===== src/rtl/i2cms_pkg.sv =====
`timescale 1ns / 1ps
// shared types and constants for the i2c master bit sequencer
// no dependencies; imported by i2cms_step, i2cms_out_reg and the top level

package i2cms_pkg;

	localparam logic [7:0] STRETCH_LIMIT_RESET = 8'd101;

	typedef enum logic [1:0] {
		KIND_TICK  = 2'd0,
		KIND_WRITE = 2'd1,
		KIND_READ  = 2'd2
	} kind_t;

	typedef enum logic [16:0] {
		ST_IDLE        = 17'b00000000000000001,
		ST_START       = 17'b00000000000000010,
		ST_STOP_LOW    = 17'b00000000000000100,
		ST_STOP_RISE   = 17'b00000000000001000,
		ST_STOP_END    = 17'b00000000000010000,
		ST_ADDR_SET    = 17'b00000000000100000,
		ST_ADDR_RISE   = 17'b00000000001000000,
		ST_ADDR_SAMPLE = 17'b00000000010000000,
		ST_AACK_SET    = 17'b00000000100000000,
		ST_AACK_RISE   = 17'b00000001000000000,
		ST_AACK_SAMPLE = 17'b00000010000000000,
		ST_DATA_SET    = 17'b00000100000000000,
		ST_DATA_RISE   = 17'b00001000000000000,
		ST_DATA_SAMPLE = 17'b00010000000000000,
		ST_DACK_SET    = 17'b00100000000000000,
		ST_DACK_RISE   = 17'b01000000000000000,
		ST_DACK_SAMPLE = 17'b10000000000000000
	} phase_t;

	typedef struct packed {
		phase_t     phase;
		logic [2:0] bit_cnt;
		logic [7:0] shift;
		logic [7:0] rcv;
		logic [7:0] bytes_done;
		logic [7:0] bytes_wanted;
		logic       read_mode;
		logic [7:0] stretch_cnt;
		logic       scl;
		logic       sda;
		logic       nack;
	} seq_state_t;

	localparam seq_state_t STATE_RESET = '{
		phase: ST_IDLE, bit_cnt: 3'd0, shift: 8'd0, rcv: 8'd0, bytes_done: 8'd0,
		bytes_wanted: 8'd0, read_mode: 1'b0, stretch_cnt: 8'd0, scl: 1'b1,
		sda: 1'b1, nack: 1'b0
	};

	typedef struct packed {
		logic       sda_in;
		logic       scl_in;
		logic [7:0] wr_data;
		logic [7:0] byte_count;
		logic [6:0] target_address;
		logic [1:0] kind;
	} item_t;

	// packed so that scl_out lands in bit 0
	typedef struct packed {
		logic [7:0] byte_index;
		logic       byte_taken;
		logic       rd_valid;
		logic [7:0] rd_data;
		logic [7:0] transferred;
		logic       nacked;
		logic       done_res;
		logic       busy_res;
		logic       sda_out;
		logic       scl_out;
	} result_t;

	localparam int RESULT_W = $bits(result_t);
	localparam int OUT_TDATA_W = ((RESULT_W + 7) / 8) * 8;

endpackage


===== src/rtl/i2cms_step.sv =====
`timescale 1ns / 1ps
// one tick of the bus sequencer: next state and result from current state and item
// depends on i2cms_pkg

module i2cms_step (
	input  i2cms_pkg::seq_state_t st,
	input  i2cms_pkg::item_t      item,
	input  logic [7:0]            stretch_limit,
	output i2cms_pkg::seq_state_t st_nxt,
	output i2cms_pkg::result_t    res
);
	import i2cms_pkg::*;

	logic       proceed;
	logic       done, rdv, taken;
	logic [7:0] rdd;
	logic [7:0] shift_cur;
	logic [7:0] rcv_nxt;
	logic [7:0] bytes_inc;
	logic       busy;

	assign proceed   = item.scl_in || (st.stretch_cnt == stretch_limit);
	assign rcv_nxt   = {st.rcv[6:0], item.sda_in};
	assign bytes_inc = st.bytes_done + 8'd1;
	assign shift_cur = (st.bit_cnt == 3'd0) ? item.wr_data : st.shift;

	always_comb begin
		st_nxt = st;
		done   = 1'b0;
		rdv    = 1'b0;
		taken  = 1'b0;
		rdd    = 8'd0;
		case (st.phase)
			ST_ADDR_SET: begin
				st_nxt.sda   = st.shift[7];
				st_nxt.phase = ST_ADDR_RISE;
			end
			ST_AACK_SET: begin
				st_nxt.sda   = 1'b1;
				st_nxt.phase = ST_AACK_RISE;
			end
			ST_DATA_SET: begin
				if (st.read_mode) begin
					st_nxt.sda = 1'b1;
				end else begin
					st_nxt.shift = shift_cur;
					taken        = (st.bit_cnt == 3'd0);
					st_nxt.sda   = shift_cur[7];
				end
				st_nxt.phase = ST_DATA_RISE;
			end
			ST_DACK_SET: begin
				// master acks every read byte but the last
				st_nxt.sda   = st.read_mode ? (st.bytes_done == st.bytes_wanted) : 1'b1;
				st_nxt.phase = ST_DACK_RISE;
			end
			ST_ADDR_RISE, ST_AACK_RISE, ST_DATA_RISE, ST_DACK_RISE: begin
				st_nxt.scl         = 1'b1;
				st_nxt.stretch_cnt = 8'd0;
				case (st.phase)
					ST_ADDR_RISE: st_nxt.phase = ST_ADDR_SAMPLE;
					ST_AACK_RISE: st_nxt.phase = ST_AACK_SAMPLE;
					ST_DATA_RISE: st_nxt.phase = ST_DATA_SAMPLE;
					default:      st_nxt.phase = ST_DACK_SAMPLE;
				endcase
			end
			ST_ADDR_SAMPLE, ST_DATA_SAMPLE: begin
				if (!proceed) begin
					st_nxt.stretch_cnt = st.stretch_cnt + 8'd1;
				end else begin
					st_nxt.scl   = 1'b0;
					st_nxt.shift = {st.shift[6:0], 1'b0};
					st_nxt.rcv   = rcv_nxt;
					if (st.bit_cnt == 3'd7) begin
						st_nxt.bit_cnt = 3'd0;
						if (st.phase == ST_ADDR_SAMPLE) begin
							st_nxt.phase = ST_AACK_SET;
						end else begin
							st_nxt.phase = ST_DACK_SET;
							if (st.read_mode) begin
								rdv               = 1'b1;
								rdd               = rcv_nxt;
								st_nxt.bytes_done = bytes_inc;
							end
						end
					end else begin
						st_nxt.bit_cnt = st.bit_cnt + 3'd1;
						st_nxt.phase   = (st.phase == ST_ADDR_SAMPLE) ? ST_ADDR_SET : ST_DATA_SET;
					end
				end
			end
			ST_AACK_SAMPLE: begin
				if (!proceed) begin
					st_nxt.stretch_cnt = st.stretch_cnt + 8'd1;
				end else begin
					st_nxt.scl = 1'b0;
					if (item.sda_in) begin
						st_nxt.nack  = 1'b1;
						st_nxt.phase = ST_STOP_LOW;
					end else if (st.bytes_wanted == 8'd0) begin
						st_nxt.phase = ST_STOP_LOW;
					end else begin
						st_nxt.phase = ST_DATA_SET;
					end
				end
			end
			ST_DACK_SAMPLE: begin
				if (!proceed) begin
					st_nxt.stretch_cnt = st.stretch_cnt + 8'd1;
				end else begin
					st_nxt.scl = 1'b0;
					if (st.read_mode) begin
						st_nxt.phase = (st.bytes_done == st.bytes_wanted) ? ST_STOP_LOW
							: ST_DATA_SET;
					end else if (item.sda_in) begin
						st_nxt.nack  = 1'b1;
						st_nxt.phase = ST_STOP_LOW;
					end else begin
						st_nxt.bytes_done = bytes_inc;
						st_nxt.phase      = (bytes_inc == st.bytes_wanted) ? ST_STOP_LOW
							: ST_DATA_SET;
					end
				end
			end
			ST_START: begin
				st_nxt.scl   = 1'b0;
				st_nxt.phase = ST_ADDR_SET;
			end
			ST_STOP_LOW: begin
				st_nxt.sda   = 1'b0;
				st_nxt.phase = ST_STOP_RISE;
			end
			ST_STOP_RISE: begin
				st_nxt.scl   = 1'b1;
				st_nxt.phase = ST_STOP_END;
			end
			ST_STOP_END: begin
				st_nxt.sda   = 1'b1;
				done         = 1'b1;
				st_nxt.phase = ST_IDLE;
			end
			default: begin
				st_nxt.phase = ST_IDLE;
				st_nxt.scl   = 1'b1;
				st_nxt.sda   = 1'b1;
				if (item.kind == KIND_WRITE || item.kind == KIND_READ) begin
					st_nxt.read_mode    = (item.kind == KIND_READ);
					st_nxt.bytes_wanted = item.byte_count;
					st_nxt.bytes_done   = 8'd0;
					st_nxt.shift        = {item.target_address, item.kind == KIND_READ};
					st_nxt.bit_cnt      = 3'd0;
					st_nxt.nack         = 1'b0;
					// start condition: sda falls while scl is high
					st_nxt.sda          = 1'b0;
					st_nxt.phase        = ST_START;
				end
			end
		endcase
	end

	assign busy = (st_nxt.phase != ST_IDLE);

	always_comb begin
		res.scl_out     = st_nxt.scl;
		res.sda_out     = st_nxt.sda;
		res.busy_res    = busy;
		res.done_res    = done;
		res.nacked      = done & st_nxt.nack;
		res.transferred = done ? st_nxt.bytes_done : 8'd0;
		res.rd_data     = rdd;
		res.rd_valid    = rdv;
		res.byte_taken  = taken;
		res.byte_index  = busy ? st_nxt.bytes_done : 8'd0;
	end

endmodule


===== src/rtl/i2cms_out_reg.sv =====
`timescale 1ns / 1ps
// result register between the sequencer and the master-side stream
// depends on i2cms_pkg

module i2cms_out_reg (
	input  logic                                 clk,
	input  logic                                 arst_n,
	input  logic                                 load,
	input  i2cms_pkg::result_t                   res,
	input  logic                                 m_tready,
	output logic                                 m_tvalid,
	output logic [i2cms_pkg::OUT_TDATA_W-1:0]    m_tdata,
	output logic                                 free
);
	import i2cms_pkg::*;

	logic    valid_q;
	result_t res_q;

	// free when empty or when the held item leaves this cycle
	assign free = !valid_q || m_tready;

	always_ff @(posedge clk or negedge arst_n) begin
		if (!arst_n) begin
			valid_q <= 1'b0;
		end else if (free) begin
			valid_q <= load;
		end
	end

	always_ff @(posedge clk) begin
		if (load) begin
			res_q <= res;
		end
	end

	assign m_tvalid = valid_q;
	assign m_tdata  = {{(OUT_TDATA_W - RESULT_W){1'b0}}, res_q};

endmodule


===== src/rtl/i2c_master_bit_sequencer.sv =====
`timescale 1ns / 1ps
// i2c master bit sequencer: state registers, configuration register and result stage
// depends on i2cms_pkg, i2cms_step, i2cms_out_reg
//
// usage
//   each slave-side item is one tick of the bus: tuser carries the kind (tick, begin write,
//   begin read), tdata the address, byte count, next write byte and sampled scl/sda levels.
//   each accepted item yields exactly one master-side item with the line drives and status.
//   begin items while a transaction runs are plain ticks. every bit takes three ticks, plus
//   up to stretch_limit extra ticks while the slave holds scl low.
//   the result of an item is registered and is on m_tdata the cycle after acceptance.
//   throughput is one item per clock while the receiver keeps up, set by the single state
//   update between the input handshake and the result register.
//   when the receiver stalls, the result is held and s_tready drops until it is taken;
//   s_tready stays high in the cycle the held result leaves.
//   cfg_wr_en writes stretch_limit; write it only while no transaction is running.
//   reset puts the bus idle with both lines released, empties the result stage and sets
//   stretch_limit to 101.

module i2c_master_bit_sequencer (
	input  logic                              clk,
	input  logic                              arst_n,
	input  logic                              cfg_wr_en,
	input  logic [7:0]                        cfg_wr_data,   // stretch_limit
	input  logic                              s_tvalid,
	output logic                              s_tready,
	input  logic [1:0]                        s_tuser,       // kind
	// target_address[6:0], byte_count[14:7], wr_data[22:15], scl_in[23], sda_in[24]
	input  logic [31:0]                       s_tdata,
	output logic                              m_tvalid,
	input  logic                              m_tready,
	// scl_out[0], sda_out[1], busy_res[2], done_res[3], nacked[4], transferred[12:5],
	// rd_data[20:13], rd_valid[21], byte_taken[22], byte_index[30:23]
	output logic [i2cms_pkg::OUT_TDATA_W-1:0] m_tdata
);
	import i2cms_pkg::*;

	logic       accept;
	logic [7:0] stretch_limit_q;
	seq_state_t st_q, st_nxt;
	item_t      item;
	result_t    res;

	assign accept = s_tvalid && s_tready;

	always_comb begin
		item.kind           = s_tuser;
		item.target_address = s_tdata[6:0];
		item.byte_count     = s_tdata[14:7];
		item.wr_data        = s_tdata[22:15];
		item.scl_in         = s_tdata[23];
		item.sda_in         = s_tdata[24];
	end

	always_ff @(posedge clk or negedge arst_n) begin
		if (!arst_n) begin
			stretch_limit_q <= STRETCH_LIMIT_RESET;
		end else if (cfg_wr_en) begin
			stretch_limit_q <= cfg_wr_data;
		end
	end

	always_ff @(posedge clk or negedge arst_n) begin
		if (!arst_n) begin
			st_q <= STATE_RESET;
		end else if (accept) begin
			st_q <= st_nxt;
		end
	end

	i2cms_step u_step (
		.st            (st_q),
		.item          (item),
		.stretch_limit (stretch_limit_q),
		.st_nxt        (st_nxt),
		.res           (res)
	);

	i2cms_out_reg u_out (
		.clk      (clk),
		.arst_n   (arst_n),
		.load     (accept),
		.res      (res),
		.m_tready (m_tready),
		.m_tvalid (m_tvalid),
		.m_tdata  (m_tdata),
		.free     (s_tready)
	);

endmodule


===== config.mk =====
export PLATFORM = sky130hd
export DESIGN_NAME = i2c_master_bit_sequencer
export DESIGN_NICKNAME = d
export VERILOG_FILES = /design/src/rtl/i2cms_pkg.sv /design/src/rtl/i2cms_step.sv /design/src/rtl/i2cms_out_reg.sv /design/src/rtl/i2c_master_bit_sequencer.sv
export SDC_FILE = /design/constraint.sdc
export NUM_CORES = 1
export LEC_CHECK = 0
export BUFFER_PORTS_ARGS = -buffer_cell sky130_fd_sc_hd__clkbuf_2
export CELL_PAD_IN_SITES_DETAIL_PLACEMENT = 0
export CELL_PAD_IN_SITES_GLOBAL_PLACEMENT = 2
export CORE_ASPECT_RATIO = 0.75
export CORE_MARGIN = 3
export CORE_UTILIZATION = 40
export DETAILED_ROUTE_END_ITERATION = 16
export PLACE_DENSITY = 0.89
export SETUP_SLACK_MARGIN = 0.15
export SKIP_LAST_GASP = 1
export SLEW_MARGIN = 0
export SYNTH_ARGS = -nofsm -noshare
export SYNTH_HDL_FRONTEND = slang
export SYNTH_SLANG_ARGS = --single-unit

===== constraint.sdc =====
create_clock -name clk -period 4.35 [get_ports clk]
set_input_delay 0 -clock clk [delete_from_list [all_inputs] [get_ports clk]]
set_output_delay 0 -clock clk [all_outputs]
set_load 0.01 [all_outputs]

==> flow_summary.yaml <==
sta:
  relSlewSlack_pct: 33.2
  period_share_pct: 75.4
  finalSetupViolCount: 0
  whs_ns: 0.0162
  grt_setup_unrepaired: "no"
  slew_viol_final: 0
  fin_worst_skew_ns: 0.00575
  timing.fmax_mhz: 305
  tightest_slew_ns: 1.00
  fin_setup_tns_ns: 0
  final.min_clock_period_ns: 3.28
  hold_violations: 0
cts:
  cts.sinks: 103
  cts_tree: "yes"
  clk_latency_ns: 0.35
  htreeDepth: 3
  clk_pin_slew_ns: 0.07
  cts_root_buffer: "clkbuf_16"
  numCtsBuffers: 9
  cts_resized: 0
  cts_buffer_depth: 2
detailed_routing:
  wl_per_cell_um: 18.3
  drtAntennaViolNets: 0
  drt_pass1_iterations: 5
  routed_wirelength_mm: 16.2
  drc_errors: 0
  viasPerCell: 5.72
  drt_iter0_drc: 402
  via_count: 5065
pwr:
  irDropWorstVdd_uv: 220
  leakagePower_nw: 2.97
  power_density_mw_per_mm2: 439
floorplan:
  num_io_pins: 81
  initial_core_util_pct: 42.1
  rows: 37
  die_x_um: 147
  core_mm2: 0.0141
  die_h_um: 112
  die-area_mm2: 0.0164
synthesis:
  yosys_warnings: 0
  synth_nets: 657
  synth-seq-area-share_pct: 46.1
  synth.avg_cell_area_um2: 9.85
  synth_seq_cells: 103
  synth_area_mm2: 0.00595
  synth_edf_count: 31
  synth_ff_type: "dfrtp_1"
  async_flop_share_pct: 69.9
  syn_inst: 604
  synth.distinct_cells: 70
place:
  dpl_cell_area_mm2: 0.00646
  hpwl_mm: 11.6
  globalplace.congestion: 0.885
  port_buffers: 72
global_routing:
  grt_max_degree: 73
  antenna_found_initial: 0
  grt_pass1_vias: 4938
  track_usage_pct: 20.0
  gr-total-overflow: 0
  grt_pass1_wl_mm: 26.5
layout:
  fill_cells: 1288
  area_growth_pct: 17.9
  antenna_cells: 0
  drive_gt1_share_pct: 20.4
  nets: 739
  fin_area_mm2: 0.00702
outcome:
  outcome: "finished clean"
critical_path:
  cpPeakStageDelay_ns: 0.71
  crit_top_cell: "nand4_1"
  critPathSlowestCell: "nor4_2"
  start_kind: "flip-flop"
  critPathArrivalTime_ns: 3.51
  end_kind: "flip-flop"
  crit_type: "flip-flop to flip-flop"
  cp_cell_sequence: "nor4_2 > nand4_1 > nand2b_1 > and3_1 > nor2_1 > nand4_1 > mux2_2"
  worstPathRequired_ns: 4.58
  crit_fanout: 14
worst_hold_path:
  min_path_type: "primary input to flip-flop"
run:
  cap_viol_max_count: 0
==> placed cells by master (no fill, tap or decap), drive strengths merged, types with 22 or more instances in the layout <==
| cell | synthesis | layout |
|---|---|---|
| nand2 | 71 | 71 |
| clkbuf | 23 | 81 |
| o21ai | 35 | 35 |
| dlygate4sd3 | 0 | 27 |
| mux2 | 34 | 34 |
| nand3 | 30 | 30 |
| nor2 | 35 | 35 |
| edfxtp | 31 | 31 |
| dfrtp | 65 | 65 |
| a21oi | 22 | 22 |
==> path summary, 6_finish.rpt <==
kind,to,cells past startpoint,start,slack (ns)
max,st_q[42],7,st_q[59],1.07
min,st_q[43],3,s_tdata[6],0.02
max reg2reg,st_q[42],7,st_q[59],1.07
min reg2reg,st_q[1],2,st_q[1],0.48
max in group asynchronous,st_q[57],2,arst_n,3.33
min in group asynchronous,st_q[62],2,arst_n,0.31
==> cell type report <==
type                            instances  area (um2)  area share, %
Multi-Input combinational cell        454        3010           42.9
Sequential cell                       103        2740           39.1
Timing Repair Buffer                  107         693           9.88
Tap cell                              195         244           3.48
Clock buffer                           10         229           3.26
Clock inverter                          6        57.6          0.820
Inverter                               11        41.3          0.589
==> what timing repair did <==
item | in CTS | in global routing
hold buffers | 27 | 0
hold endpoints to repair | 90 | 0
setup buffers | 0 | 0
==> synthesized netlist by cell type, types with 15 or more instances <==
cell | instances | area (um2)
xnor2_1 | 16 | 140
edfxtp_1 | 31 | 931
o21ai_0 | 21 | 105
nand2_1 | 70 | 263
nor2_1 | 35 | 131
mux2_2 | 23 | 259
clkbuf_1 | 23 | 86.3
a21oi_1 | 22 | 110
nand3_1 | 30 | 150
dfrtp_1 | 65 | 1630
nand4_1 | 15 | 93.8
and2_1 | 15 | 93.8
==> power breakdown <==
group          switching (mW)  leakage (nW)  internal [mW]
sequential              0.140          1.24           1.15
clock                   0.378         0.132          0.398
combinational           0.608          1.60          0.406
==> sequential cells by signal, summed over array words and instances (netlist names) <==
name             flops
st_q                63
u_out.m_tdata       31
stretch_limit_q      8
u_out.m_tvalid       1
==> critical path: cells and delay by family, from the launching register on <==
kind | cells | cell delay [ns]
flip-flops | 1 | 0.54
AND/OR/NAND/NOR | 6 | 2.21
multiplexers | 1 | 0.41
==> cell families (layout without fill, tap and decap cells) <==
kind of cell	count (synthesis)	after routing	share of synthesized area, %
simple gates	258	258	24.1
compound gates	126	126	14.4
flops	103	103	46.1
buf+inv	47	134	3.32
mux	38	38	7.11
xor+xnor	25	25	3.68
fa+ha+maj	6	6	1.26
other cells	1	1	0.0630
==> stage by stage <==
stage | power, mW | setup slack, ns | instances | util (%)
2_1_floorplan | 1.99 | 1.67 | 604 | -
3_3_place_gp | 2.27 | 1.08 | 843 | 45.7
3_5_place_dp | 2.29 | 1.07 | 843 | 45.7
4_1_cts | 3.09 | 1.04 | 886 | 49.7
5_1_grt | 3.26 | 0.763 | 886 | 49.7
6_report | 3.08 | 1.07 | 886 | 49.7
==> per-layer routing <==
layer	GRT usage, %	wire [um]
met1	30.0	8010
met2	29.6	6980
met3	4.56	1060
met4	4.51	207
met5	0	0
(Power assumes the default switching activity.)
